==> config.mk <==
export PLATFORM = sky130hd
export DESIGN_NAME = psa_div
export DESIGN_NICKNAME = d
export VERILOG_FILES = /design/src/rtl/psa_div.sv
export SDC_FILE = /design/constraint.sdc
export NUM_CORES = 2
export LEC_CHECK = 0
export ABC_CLOCK_PERIOD_IN_PS = 7700
export BUFFER_PORTS_ARGS = -buffer_cell sky130_fd_sc_hd__buf_4
export CAP_MARGIN = 20
export CORE_ASPECT_RATIO = 1.1
export CORE_UTILIZATION = 45
export DETAILED_ROUTE_END_ITERATION = 12
export GPL_TIMING_DRIVEN = 1
export REMOVE_ABC_BUFFERS = 1
export SLEW_MARGIN = 20
export SYNTH_ARGS = -nofsm -noshare
export SYNTH_HDL_FRONTEND = slang
export SYNTH_SLANG_ARGS = --single-unit
==> constraint.sdc <==
create_clock -name clock -period 7.7 [get_ports clock]
set_clock_uncertainty 0.15 [all_clocks]
set_input_delay 1.54 -clock clock [delete_from_list [all_inputs] [get_ports clock]]
set_output_delay 1.54 -clock clock [all_outputs]
set_load 0.01 [all_outputs]
==> src/rtl/psa_div.sv <==
// Pipelined restoring divider, one quotient bit per stage.
module psa_div #(
   parameter int DEN_BITS = 27,
   parameter int Q_BITS   = 17
) (
   input  logic                       clock,
   input  logic                       en,
   input  logic [DEN_BITS+Q_BITS-1:0] num,
   input  logic [DEN_BITS-1:0]        den,
   output logic [Q_BITS-1:0]          quo
);

   localparam int NUM_W = DEN_BITS + Q_BITS;

   logic [DEN_BITS-1:0] rem_ff [Q_BITS];
   logic [Q_BITS-1:0]   low_ff [Q_BITS];
   logic [DEN_BITS-1:0] den_ff [Q_BITS];
   logic [Q_BITS-1:0]   quo_ff [Q_BITS];

   for (genvar gq = 0; gq < Q_BITS; gq++) begin : g_stage
      logic [DEN_BITS-1:0] rem_p;
      logic [Q_BITS-1:0]   low_p;
      logic [DEN_BITS-1:0] den_p;
      logic [Q_BITS-1:0]   quo_p;
      logic [DEN_BITS:0]   t;
      logic [DEN_BITS:0]   diff;
      logic                ge;

      if (gq == 0) begin : g_first
         assign rem_p = num[NUM_W-1:Q_BITS];
         assign low_p = num[Q_BITS-1:0];
         assign den_p = den;
         assign quo_p = '0;
      end else begin : g_next
         assign rem_p = rem_ff[gq-1];
         assign low_p = low_ff[gq-1];
         assign den_p = den_ff[gq-1];
         assign quo_p = quo_ff[gq-1];
      end

      always_comb begin
         t    = {rem_p, low_p[Q_BITS-1]};
         diff = t - {1'b0, den_p};
         ge   = (t >= {1'b0, den_p});
      end

      always_ff @(posedge clock) begin
         if (en) begin
            rem_ff[gq] <= ge ? diff[DEN_BITS-1:0] : t[DEN_BITS-1:0];
            low_ff[gq] <= {low_p[Q_BITS-2:0], 1'b0};
            den_ff[gq] <= den_p;
            quo_ff[gq] <= {quo_p[Q_BITS-2:0], ge};
         end
      end
   end

   assign quo = quo_ff[Q_BITS-1];

endmodule

==> metrics.md <==
| Metric | Value |
|---|---|
| Outcome | `finished, violations left` |
| Failing checks | `DRC` |
| Skew-Pair Late Insertion Delay | `~0.76 ns` |
| Slew Limit Fails | `0` |
| Crit share post-route | `between 60% and 70%` |
| Syn Std Cell Area | `just over 0.06 sq mm` |
| Critical Path End Type | `flip-flop` |
| Initial antenna violation count | `0` |
| Clk sinks | `1153` |
| H-tree levels | `4` |
| Yosys cell types | `90` |
| Top routing layer used | `met4` |
| Sequential area share after synthesis | `55.9%` |
| Pin count of the biggest net entering global routing | `between 150 and 200` |
| Vias after detailed routing | `around 39000` |
| Clock Path Buffers | `3` |
| Reg2Reg Setup Slack | `a little under 3 ns` |
| Place WS | `between 2 and 2.5 ns` |
| Crit Path Category | `flip-flop to flip-flop` |
| 1st-iter DRT viols | `1619` |
| Post-DR wirelength/cell | `approximately 16 microns` |
| Critical path fanouts, max | `49` |
| Hold buffers post-CTS | `0` |
| X dimension of the die | `~360 microns` |
| Resized cells post-CTS | `0` |
| Max cap viols | `0` |
| Critical Path RT | `just over 8 ns` |
| Post-CTS setup buffers | `0` |
| Grt total ovfl | `0` |
| Share of cells above drive strength 1 | `around a tenth` |
| Register clock-pin slew on the reported worst setup and hold paths | `around 0.060 ns` |
| Layout area overhead | `11.4%` |
| # IOs | `90` |
| Design area | `about 0.069 sq mm` |
| Synth Warn # | `0` |
| Port Buf Inserts | `89` |
| CTS tree | `yes` |
| Slew @ Worst Pin | `between 1 and 1.5 ns` |
| Worst ir drop on vdd | `252 uV` |
| Crit path time final | `between 4 and 5 ns` |
| Initial core utilization | `around 45%` |
| CTS Buf Count | `~130` |
| Most frequent cell after synthesis | `edfxtp_1` |
| Root Buffer | `clkbuf_16` |
| Setup TNS | `0 ns` |
| Drt pass-1 iters | `9` |
| RSZ-0062 raised after global routing | `false` |
| Routability cong. | `0.974` |
| # placed instances | `7039` |
| Leakage | `~28 nW` |
| Total track usage | `about 17%` |
| Setup violators final | `0` |
| Met3 WL | `~3.2 mm` |
| PD cells | `about 400 mW/mm^2` |
| Share of synthesized flip-flops with an asynchronous set or reset | `0%` |
| Post-DP HPWL | `about 88 mm` |
| Post-synth EDFFs | `between 1000 and 1500` |
| Row cnt | `around 140` |
| Vias per cell | `between 5 and 6` |
| Synth top cells by count | `edfxtp_1, inv_1, ha_1, a21oi_1, o21ai_0` |
| HP Class | `flip-flop to flip-flop` |
| Arrival time of the worst setup path | `5.17 ns` |
| Syn Inst Count | `5211` |
| Drc violations | `4` |
| Fin worst setup slack | `between 2 and 3 ns` |
| Synthesized flop and latch total | `1153` |
| Global-route wire length before repair | `roughly 190 mm` |
| Wl on met1 | `slightly below 40 mm` |
| Top post-synthesis cells by area | `edfxtp_1, ha_1, inv_1` |
| Setup crit start kind | `flip-flop` |
| Area leader, netlist | `edfxtp_1` |
| Max Fclk | `208 MHz` |
| Final std cells w/o fill | `between 7000 and 8000` |
| Placed instance area | `between 0.06 and 0.07 sq mm` |
| Number of global-route vias before repair | `roughly 40000` |
| Worst relative slew slack | `a little over a quarter` |
| Post-route ant nets | `0` |
| Final #Nets | `roughly 5900` |
| Met2 WL | `approximately 66 mm` |
| DIE AREA | `0.139 sq mm` |
| Top FF cell, synth | `edfxtp_1` |
| Top-area cell type share of the netlist area | `between 50% and 60%` |
| Final hold violation count | `0` |
| Avg Cell Area, Syn | `~12 sq um` |
| ANT cells | `0` |
| Core box area | `~0.14 sq mm` |
| DRT Wirelength | `between 100 and 150 mm` |
| DIE HEIGHT | `approximately 390 microns` |
| Tot Pwr | `around 0.028 W` |
==> where the power goes <==
part	internal, W	switching (W)	total [W]	leakage [nW]
logic	0.00533	0.00656	0.0119	14.7
registers	0.00920	0.000710	0.00991	11.3
clock network	0.00350	0.00245	0.00595	2.02
==> cell type report <==
| type | instances | area [sq um] |
|---|---|---|
| fillers | 11900 | 67300 |
| multi-input cells | 3372 | 24700 |
| clock buffers | 169 | 3590 |
| inverters | 594 | 2230 |
| well taps | 1800 | 2250 |
| repair buffers | 120 | 1000 |
| clock inverters | 72 | 547 |
| flip-flops and latches | 1153 | 34600 |
==> cells by family (layout without fill, tap and decap cells) <==
kind of cell             count (synthesis)  count (layout)  synth area share [%]
AO/OA/AOI/OAI                         1321            1321                  13.4
flip-flops                            1153            1153                  55.9
AND/OR/NAND/NOR                       1013            1013                  7.81
buffers and inverters                  686             955                  4.28
adder cells (fa/ha/maj)                475             475                  9.80
XOR/XNOR                               357             357                  5.05
multiplexers                           206             206                  3.71
==> worst paths after layout <==
| kind | startpoint | to | cells after the start |
|---|---|---|---|
| setup / recovery | low_ff[0][127] | rem_ff[0][240] | 14 |
| hold / removal | low_ff[0][92] | low_ff[0][109] | 0 |
| setup reg to reg | low_ff[0][127] | rem_ff[0][240] | 14 |
| hold reg to reg | low_ff[0][92] | low_ff[0][109] | 0 |
==> through the flow <==
stage | utilization [%] | hold slack (ns)
after floorplan | - | 0.250
after global placement | 47.5 | 0.251
after detailed placement | 47.5 | 0.255
after CTS | 50.6 | 0.254
after global routing | 50.6 | 0.258
final | 50.6 | 0.251
==> critical path, stage by stage (launching register included) <==
cell	delay [ns]
edfxtp_1	0.59
inv_1	0.12
ha_1	0.25
fa_1	0.41
nand2b_1	0.17
a21oi_1	0.18
o21ai_0	0.20
a211oi_1	0.68
o21ai_1	0.30
a31oi_1	0.45
a41o_1	0.29
a211oi_4	0.07
buf_4	0.26
inv_1	0.13
mux2_2	0.34
==> flip-flops by register name (all words and copies together), names as in the netlist <==
name	cells
low_ff	136
rem_ff	432
den_ff	432
quo_ff	153
==> cell usage in the layout (no fill, tap or decap), types with 26 or more instances in the layout <==
| cell | Yosys | routed |
|---|---|---|
| a211oi_1 | 27 | 26 |
| a21o_1 | 186 | 186 |
| a21oi_1 | 370 | 369 |
| a31oi_1 | 40 | 38 |
| and3_1 | 32 | 32 |
| buf_4 | 8 | 113 |
| clkbuf_1 | 52 | 30 |
| clkbuf_16 | 0 | 139 |
| clkinv_1 | 0 | 34 |
| edfxtp_1 | 1153 | 1153 |
| ha_1 | 459 | 459 |
| inv_1 | 593 | 593 |
| mux2_2 | 167 | 167 |
| nand2_1 | 354 | 354 |
| nand2b_1 | 73 | 73 |
| nand3_1 | 78 | 78 |
| nand4_1 | 71 | 71 |
| nor2_1 | 212 | 212 |
| nor2b_1 | 57 | 57 |
| nor3_1 | 49 | 49 |
| o21a_1 | 59 | 59 |
| o21ai_0 | 369 | 369 |
| o21bai_1 | 50 | 50 |
| o31ai_1 | 28 | 27 |
| xnor2_1 | 196 | 196 |
| xor2_1 | 161 | 161 |
==> per-layer routing <==
layer / vias to the layer above / track usage (%)
met5: - / 0
met4: 0 / 12.8
met3: 377 / 2.63
met2: 637 / 34.3
met1: 18200 / 14.5
li1: 19400 / -
Power figures use the tool's default switching activity.
