`config.mk`:
```
export PLATFORM = sky130hd
export DESIGN_NAME = psa_isqrt
export DESIGN_NICKNAME = d
export VERILOG_FILES = /design/src/rtl/psa_isqrt.sv
export SDC_FILE = /design/constraint.sdc
export NUM_CORES = 1
export LEC_CHECK = 0
export ABC_AREA = 0
export BUFFER_PORTS_ARGS = -buffer_cell sky130_fd_sc_hd__buf_2
export CAP_MARGIN = 10
export CORE_ASPECT_RATIO = 0.6
export CORE_MARGIN = 8
export CORE_UTILIZATION = 63
export CTS_CLUSTER_DIAMETER = 200
export DETAILED_ROUTE_END_ITERATION = 7
export PLACE_DENSITY = 0.92
export SYNTH_ARGS = -nofsm -noshare
export SYNTH_HDL_FRONTEND = slang
export SYNTH_SLANG_ARGS = --single-unit
```
`constraint.sdc`:
```
create_clock -name clock -period 3.1 [get_ports clock]
set_clock_uncertainty 0.15 [all_clocks]
set_input_delay 0 -clock clock [delete_from_list [all_inputs] [get_ports clock]]
set_output_delay 0 -clock clock [all_outputs]
set_load 0.02 [all_outputs]
```
`src/rtl/psa_isqrt.sv`:
```
// Pipelined floor integer square root, one result bit per stage.
module psa_isqrt #(
   parameter int ROOT_BITS = 15
) (
   input  logic                     clock,
   input  logic                     en,
   input  logic [2*ROOT_BITS-1:0]   in_value,
   output logic [ROOT_BITS-1:0]     root
);

   localparam int IN_W  = 2 * ROOT_BITS;
   localparam int REM_W = ROOT_BITS + 2;

   logic [REM_W-1:0]     rem_ff  [ROOT_BITS];
   logic [ROOT_BITS-1:0] root_ff [ROOT_BITS];
   logic [IN_W-1:0]      val_ff  [ROOT_BITS];

   for (genvar gs = 0; gs < ROOT_BITS; gs++) begin : g_stage
      logic [REM_W-1:0]     rem_p;
      logic [ROOT_BITS-1:0] root_p;
      logic [IN_W-1:0]      val_p;
      logic [REM_W-1:0]     cur;
      logic [REM_W-1:0]     trial;
      logic                 ge;

      if (gs == 0) begin : g_first
         assign rem_p  = '0;
         assign root_p = '0;
         assign val_p  = in_value;
      end else begin : g_next
         assign rem_p  = rem_ff[gs-1];
         assign root_p = root_ff[gs-1];
         assign val_p  = val_ff[gs-1];
      end

      always_comb begin
         cur   = {rem_p[REM_W-3:0], val_p[IN_W-1:IN_W-2]};
         trial = {root_p, 2'b01};
         ge    = (cur >= trial);
      end

      always_ff @(posedge clock) begin
         if (en) begin
            rem_ff[gs]  <= ge ? (cur - trial) : cur;
            root_ff[gs] <= {root_p[ROOT_BITS-2:0], ge};
            val_ff[gs]  <= {val_p[IN_W-3:0], 2'b00};
         end
      end
   end

   assign root = root_ff[ROOT_BITS-1];

endmodule

```
==> results of run 1 <==
sequential cells by signal, summed over array words and instances (netlist names):
| name | count |
|---|---|
| val_ff | 210 |
| root_ff | 120 |
| rem_ff | 195 |
stage by stage:
stage,total power [mW],util,hold WS [ps],setup WS (ps),cells
floorplan,11.5,-,-51.1,398,1789
global placement,12.3,0.673,26.2,186,2364
detailed placement,12.6,0.673,28.1,137,2364
CTS,19.0,0.732,0.838,110,2506
global route,20.0,0.736,12.2,-312,2512
finish,19.5,0.736,11.4,-338,2512
cell type report:
class	count	area, µm²
fillers	2068	10000
well taps	513	642
flip-flops and latches	525	15800
multi-input cells	1071	7870
diodes	2	5.00
clock inverters	30	450
repair buffers	149	1280
inverters	169	634
clock buffers	53	1200
per-layer routing:
metal	routed length, µm	up-vias	GRT usage
li1	-	6993	-
met1	24600	7859	0.361
met2	29000	1554	0.415
met3	9300	373	0.0757
met4	4390	2	0.121
met5	12	-	0
power by group through the flow:
stage / registers, mW / logic [mW] / clock network, mW
finish: 9.31 / 3.69 / 6.48
global route: 9.36 / 3.93 / 6.67
CTS: 9.24 / 3.41 / 6.32
detailed placement: 9.36 / 3.23 / 0
global placement: 9.31 / 3.03 / 0
floorplan: 9.21 / 2.32 / 0
layout by cell type, fill, tap and decap left out, types with 45 or more instances in the layout:
| master | synthesis | layout |
|---|---|---|
| clkbuf_16 | 0 | 47 |
| inv_1 | 169 | 168 |
| dlygate4sd3_1 | 0 | 59 |
| o21ai_0 | 76 | 74 |
| a21oi_1 | 94 | 93 |
| nand2_1 | 73 | 73 |
| nor2_1 | 121 | 120 |
| buf_2 | 7 | 45 |
| xnor2_1 | 81 | 80 |
| ha_1 | 134 | 131 |
| xor2_1 | 52 | 52 |
| edfxtp_1 | 525 | 525 |
path summary, 6_finish.rpt:
check                                     from             end  slack (ps)
worst min register to register   val_ff[0][70]  val_ff[0][100]         260
worst max-delay path            root_ff[0][30]   rem_ff[0][52]        -340
worst min-delay path              in_value[17]   val_ff[0][17]          10
worst max register to register  root_ff[0][30]   rem_ff[0][52]        -340
cell families (layout without fill, tap and decap cells):
family | count (synthesis) | after routing | synth area share
other | 1 | 3 | 0.000154
muxes | 41 | 41 | 0.0196
AOI/OAI and AO/OA | 333 | 333 | 0.0908
DFF | 525 | 525 | 0.648
xor gates and xnor gates | 133 | 133 | 0.0479
and+or+nand+nor | 429 | 429 | 0.0922
adders and majority gates | 134 | 134 | 0.0690
buffers and inverters | 193 | 401 | 0.0321
repair_timing:
item / 4_1_cts / 5_1_grt
pin swaps: 0 / 4
buffers inserted: 0 / 4
hold buffers: 59 / 0
setup endpoints to repair: 3 / 53
hold endpoints to repair: 109 / 0
gates resized for setup: 2 / 21
==> flow_summary.rst, run 1 <==
.. list-table::
   :header-rows: 1

   * - Metric
     - Value
   * - Sequential element share of the synthesized area
     - 0.648
   * - Core area
     - 0.0378 mm²
   * - Biggest area contributors in the synthesized netlist
     - edfxtp_1 65%, ha_1 6.9%, xnor2_1 2.9%, inv_1 2.6%, a21oi_1 1.9%
   * - Maximum number of buffers from clock root to sink
     - 3
   * - Avg Cell Area, Syn
     - 13.6 µm²
   * - Final cycle utilization of the critical path
     - 1.11
   * - Internal power component
     - 14.0 mW
   * - Detailed Route Iter0 Violations
     - 2,825
   * - Max frequency
     - 291 MHz
   * - Wire length after detailed routing
     - 67,300 µm
   * - Worst path top cell family by delay
     - compound AO/OA/AOI/OAI gates
   * - CTS buffer count
     - 46
   * - Global-route wire length before repair
     - 96,100 µm
   * - Cell repeated most along the worst path
     - o21a_1
   * - Die Outline Area
     - 0.0453 mm²
   * - Maximum vdd drop
     - 638 µV
   * - Remaining DRCs
     - 0
   * - Cell count after synthesis
     - 1,789
   * - WHS Path Cells
     - 2
   * - Worst skew pair latency
     - 600 ps
   * - Violated checks
     - negative setup slack
   * - Top-Level Pins
     - 47
   * - Setup Viol. Count Final
     - 16
   * - Clock power frac
     - 0.333
   * - Netlist cell types
     - 84
   * - Average detailed-routed wire length per instance
     - 26.8 µm
   * - Min cycle time layout
     - 3440 ps
   * - Count of buffers inserted at the top-level ports
     - 46
   * - Worst Tran Pin Value
     - 940 ps
   * - Buf+Inv Stages, Crit Path
     - 2
   * - Area leader, netlist
     - edfxtp_1
   * - Aggregate global-route resource usage
     - 0.271
   * - Clock edge transition at the registers on the reported setup and hold paths
     - 80 ps
   * - Number of synthesized flops with an enable pin
     - 525
   * - Commonest cells in the netlist
     - 525 x edfxtp_1, 169 x inv_1, 134 x ha_1
   * - Sink count of the clock tree
     - 525
   * - Prevailing post-synth register cell
     - edfxtp_1
   * - Root buffer selected by CTS
     - clkbuf_16
   * - Vertical die dimension
     - 168 µm
   * - Switching power as a share of total power
     - 0.282
   * - Area share of the largest cell type after synthesis
     - 0.648
   * - Largest net degree at the start of global routing
     - 95
   * - Via count of the first global-routing pass
     - 16,039
   * - Number of antenna violations at the first check in global routing
     - 3
   * - Type of the setup path with the least slack
     - reg2reg
   * - Number of detailed-routing iterations run before antenna repair
     - 8
   * - Pins over their slew limit
     - 0
   * - CTS tree
     - built
   * - Hold Crit Class
     - in2reg
   * - Stages on worst setup path
     - 9
   * - Status
     - finished, violations left
   * - CTS H-tree depth
     - 2
   * - Leakage
     - 10.8 nW
   * - Max-slew headroom
     - 0.368
   * - Initial Util
     - 0.642
   * - Most repeated cell in the gate-level netlist after synthesis
     - edfxtp_1
   * - Asr flop ratio synth
     - 0
   * - Ratio of cells with drive above 1 in the final layout
     - 0.114
   * - Final-layout setup total negative slack
     - -2600 ps
   * - Sequential share of power
     - 0.478
   * - Number of max-capacitance violations reported
     - 0
   * - Net switching power
     - 5.50 mW
   * - Layout Cell Area excl Fill
     - 0.0278 mm²
   * - Type of element launching the critical path
     - flop
   * - Critical path's largest stage delay
     - 480 ps
   * - Final layout net count
     - 2,128
   * - Worst endpoint required time
     - 3260 ps
   * - Crit path setup slack, layout
     - -338 ps
   * - Yosys warning count
     - 0
   * - Half-perimeter wire length of the detailed placement result
     - 34,000 µm
   * - Gp weighted congestion
     - 0.940
   * - Total vias in the final route
     - 16,781
   * - Growth of design area from synthesis to finish
     - 14.5%
   * - Capturing element type of the critical path
     - flop
   * - Number of nets with antenna violations after detailed routing
     - 0
   * - Site row count
     - 55
   * - DP Area
     - 0.0255 mm²
   * - Number of cells on the worst reg-to-reg path
     - 9
   * - Via density per instance
     - 6.68
   * - Endpoints failing hold
     - 0
   * - Sequence of cells on the critical path
     - inv_2 > ha_2 > o21a_1 > o21a_1 > o21ai_4 > nand4b_1 > buf_4 > nor2_1 > a21oi_1
   * - Logic pwr share
     - 0.189
   * - Floorplan die width
     - 270 µm
   * - Register bit total from synthesis
     - 525
   * - Power density cells
     - 700 mW/mm²
   * - Slowest cell on the critical path
     - edfxtp_1
   * - Largest driver fanout on the critical path
     - 10
   * - Critical path data arrival time
     - 3600 ps
   * - Synth Cell Area
     - 0.0243 mm²
   * - Global-route congestion overflow total
     - 0
   * - Net count after synthesis
     - 1,955
No activity file was read; power rests on OpenSTA's default activity.
==> inputs of run 2 (changes only) <==
Settings changed: PLACE_DENSITY 0.92 to 0.8.
==> run 2 against run 1 <==
Against the previous run: the flow now finishes without violations; sequential power shrank 0.8%; combinational power fell by 7.6%; total power down 3.4%; non-clock buffer count is 4 lower; fmax is 14% higher; via count decreased by 11%; largest power group unchanged; critical path depth shrank 1; clock power fell by 4.6%; sequential share of layout area up 0.26 points; largest cell class unchanged; hold slack better by 63 ps; sequential cell count stayed put; global-route usage decreased by 5.1 points.
==> flow_summary.rst, run 2 (synthesis results as in run 1) <==
.. list-table::
   :header-rows: 1

   * - Metric
     - Value
   * - Worst setup timing slack at the placement stage
     - -44.4 ps
   * - Worst setup path startpoint
     - rem_ff[1][51]
   * - Hold Crit Class
     - in2reg
   * - Total vias in the final route
     - 14,931
   * - Number of cells on the worst reg-to-reg path
     - 8
   * - Slowest cell on the critical path
     - edfxtp_1
   * - CTS H-tree depth
     - 2
   * - Final cycle utilization of the critical path
     - 0.971
   * - Number of antenna violations at the first check in global routing
     - 0
   * - Aggregate global-route resource usage
     - 0.219
   * - Final layout net count
     - 2,125
   * - Power density cells
     - 679 mW/mm²
   * - Max-slew headroom
     - 0.266
   * - Max frequency
     - 332 MHz
   * - Ratio of cells with drive above 1 in the final layout
     - 0.111
   * - Core area
     - 0.0378 mm²
   * - Pins over their slew limit
     - 0
   * - R2R Setup Slk
     - 90 ps
   * - RSZ-0062 raised after global routing
     - no
   * - CTS tree
     - built
   * - Capturing element type of the critical path
     - flop
   * - Worst endpoint required time
     - 3280 ps
   * - Crit path setup slack, layout
     - 91.3 ps
   * - Number of nets with antenna violations after detailed routing
     - 0
   * - Number of detailed-routing iterations run before antenna repair
     - 5
   * - Hold wc startpoint
     - in_value[28]
   * - Hold Slack
     - 74.0 ps
   * - Capture instance of the worst register-to-register path
     - rem_ff[1][72]
   * - Sink count of the clock tree
     - 525
   * - Met3 capacity usage during global routing
     - 0.0526
   * - Floorplan die width
     - 270 µm
   * - Worst setup path endpoint
     - rem_ff[1][72]
   * - Detailed Route Iter0 Violations
     - 1,943
   * - Inserted Diodes
     - 0
   * - Number of max-capacitance violations reported
     - 0
   * - Remaining DRCs
     - 0
   * - Via density per instance
     - 5.95
   * - Root buffer selected by CTS
     - clkbuf_16
   * - Global-route wire length before repair
     - 80,100 µm
   * - Leading registers by flop count
     - val_ff: 210 flops, rem_ff: 195 flops, root_ff: 120 flops
   * - Commonest non-fill, non-tap cell in the layout
     - edfxtp_1
   * - Site row count
     - 55
   * - Top-Level Pins
     - 47
   * - Largest driver fanout on the critical path
     - 13
   * - Vertical die dimension
     - 168 µm
   * - Top register by number of flip-flops
     - val_ff
   * - Maximum number of buffers from clock root to sink
     - 3
   * - Endpoints failing hold
     - 0
   * - Commonest cells after routing, fill and taps aside
     - 525 x edfxtp_1, 169 x inv_1, 134 x ha_1, 121 x nor2_1, 93 x a21oi_1
   * - Via count of the first global-routing pass
     - 14,473
   * - Growth of design area from synthesis to finish
     - 14.0%
   * - Worst path top cell family by delay
     - compound AO/OA/AOI/OAI gates
   * - Setup Viol. Count Final
     - 0
   * - Half-perimeter wire length of the detailed placement result
     - 32,100 µm
   * - Leakage
     - 10.7 nW
   * - Met2 GRT Util
     - 0.322
   * - CTS buffer count
     - 47
   * - Worst Tran Pin Value
     - 1070 ps
   * - Critical path data arrival time
     - 3190 ps
   * - Average detailed-routed wire length per instance
     - 20.1 µm
   * - Worst flop-to-flop path startpoint
     - rem_ff[1][51]
   * - Max FFs per register
     - 210
   * - Gp weighted congestion
     - 0.925
   * - Type of the setup path with the least slack
     - reg2reg
   * - Post-CTS setup buffer count
     - 0
   * - Buf+Inv Stages, Crit Path
     - 1
   * - Sequence of cells on the critical path
     - ha_1 > o21a_1 > o211a_1 > o21ai_0 > nand2_1 > a41oi_2 > buf_4 > mux2_2
   * - Count of buffers inserted at the top-level ports
     - 46
   * - Min cycle time layout
     - 3010 ps
   * - Stages on worst setup path
     - 8
   * - Fill cell count
     - 2,293
   * - Initial Util
     - 0.642
   * - Critical path's largest stage delay
     - 400 ps
   * - Type of element launching the critical path
     - flop
   * - GR met1 Demand/Resource
     - 0.330
   * - Wire length after detailed routing
     - 50,400 µm
   * - Clock edge transition at the registers on the reported setup and hold paths
     - 80 ps
   * - Global-route congestion overflow total
     - 0
   * - Status
     - completed
   * - Most used routing layer in global routing
     - met1
   * - Worst skew pair latency
     - 590 ps
   * - Largest net degree at the start of global routing
     - 86
   * - Die Outline Area
     - 0.0453 mm²
   * - Maximum vdd drop
     - 746 µV
==> run 2: cell count changes in the layout (fill, tap and decap cells not counted), sizes merged <==
| cell | before | now |
|---|---|---|
| clkinv | 17 | 25 |
| buf | 90 | 85 |
| bufinv | 10 | 7 |
| clkbuf | 53 | 51 |
| diode | 2 | 0 |
| clkinvlp | 3 | 4 |
| dlygate4sd3 | 59 | 60 |
| inv | 169 | 170 |
==> run 2: worst min-delay path by stage <==
stage                               end  slack (ps)  cells after the start
after global routing       rem_ff[0][0]          80                      3
after detailed placement  val_ff[0][13]          30                      1
after CTS                  rem_ff[0][0]          60                      3
final                      rem_ff[0][0]          70                      3
after global placement    val_ff[0][12]          30                      1
after floorplan            val_ff[0][0]         -50                      0
==> run 2: repair_timing <==
| item | CTS | global route |
|---|---|---|
| hold buffers | 60 | 0 |
| cloned | 0 | 0 |
| hold endpoints to repair | 107 | 0 |
| resized for setup | 1 | 4 |
| endpoints found under the setup margin | 11 | 24 |
==> run 2: tightest hold or removal path, cell delays in order <==
cell and delay (ps):
dlygate4sd3_1 510, buf_2 110, nor2b_1 40
==> run 2: cell type report <==
class	count	area, µm²	share of cell area
Tap cell	513	642	0.0232
Clock buffer	51	1210	0.0437
Sequential cell	525	15800	0.569
Inverter	169	634	0.0229
Clock inverter	37	408	0.0147
Timing Repair Buffer	145	1270	0.0459
Multi-Input combinational cell	1071	7790	0.281
==> run 2: power by group <==
group | switching [mW] | internal [mW]
clock network | 2.73 | 3.45
registers | 0.443 | 8.80
logic | 1.88 | 1.53
total | 5.05 | 13.8
==> run 2: stage by stage <==
stage | power [mW] | utilization | cells | instance area [µm²] | setup TNS (ps)
6_report | 18.8 | 0.732 | 2511 | 27700 | 0
5_1_grt | 19.6 | 0.732 | 2511 | 27700 | 0
4_1_cts | 18.7 | 0.732 | 2511 | 27700 | 0
3_5_place_dp | 12.6 | 0.673 | 2363 | 25500 | -240
3_3_place_gp | 12.4 | 0.673 | 2363 | 25500 | -934
2_1_floorplan | 11.5 | - | 1789 | 24300 | 0
==> run 2: layer usage <==
layer	vias up	wire, µm	part of all wire
li1	6992	-	-
met1	7211	23700	0.47
met2	650	21300	0.42
met3	78	4410	0.087
met4	0	1020	0.020
met5	-	0	0
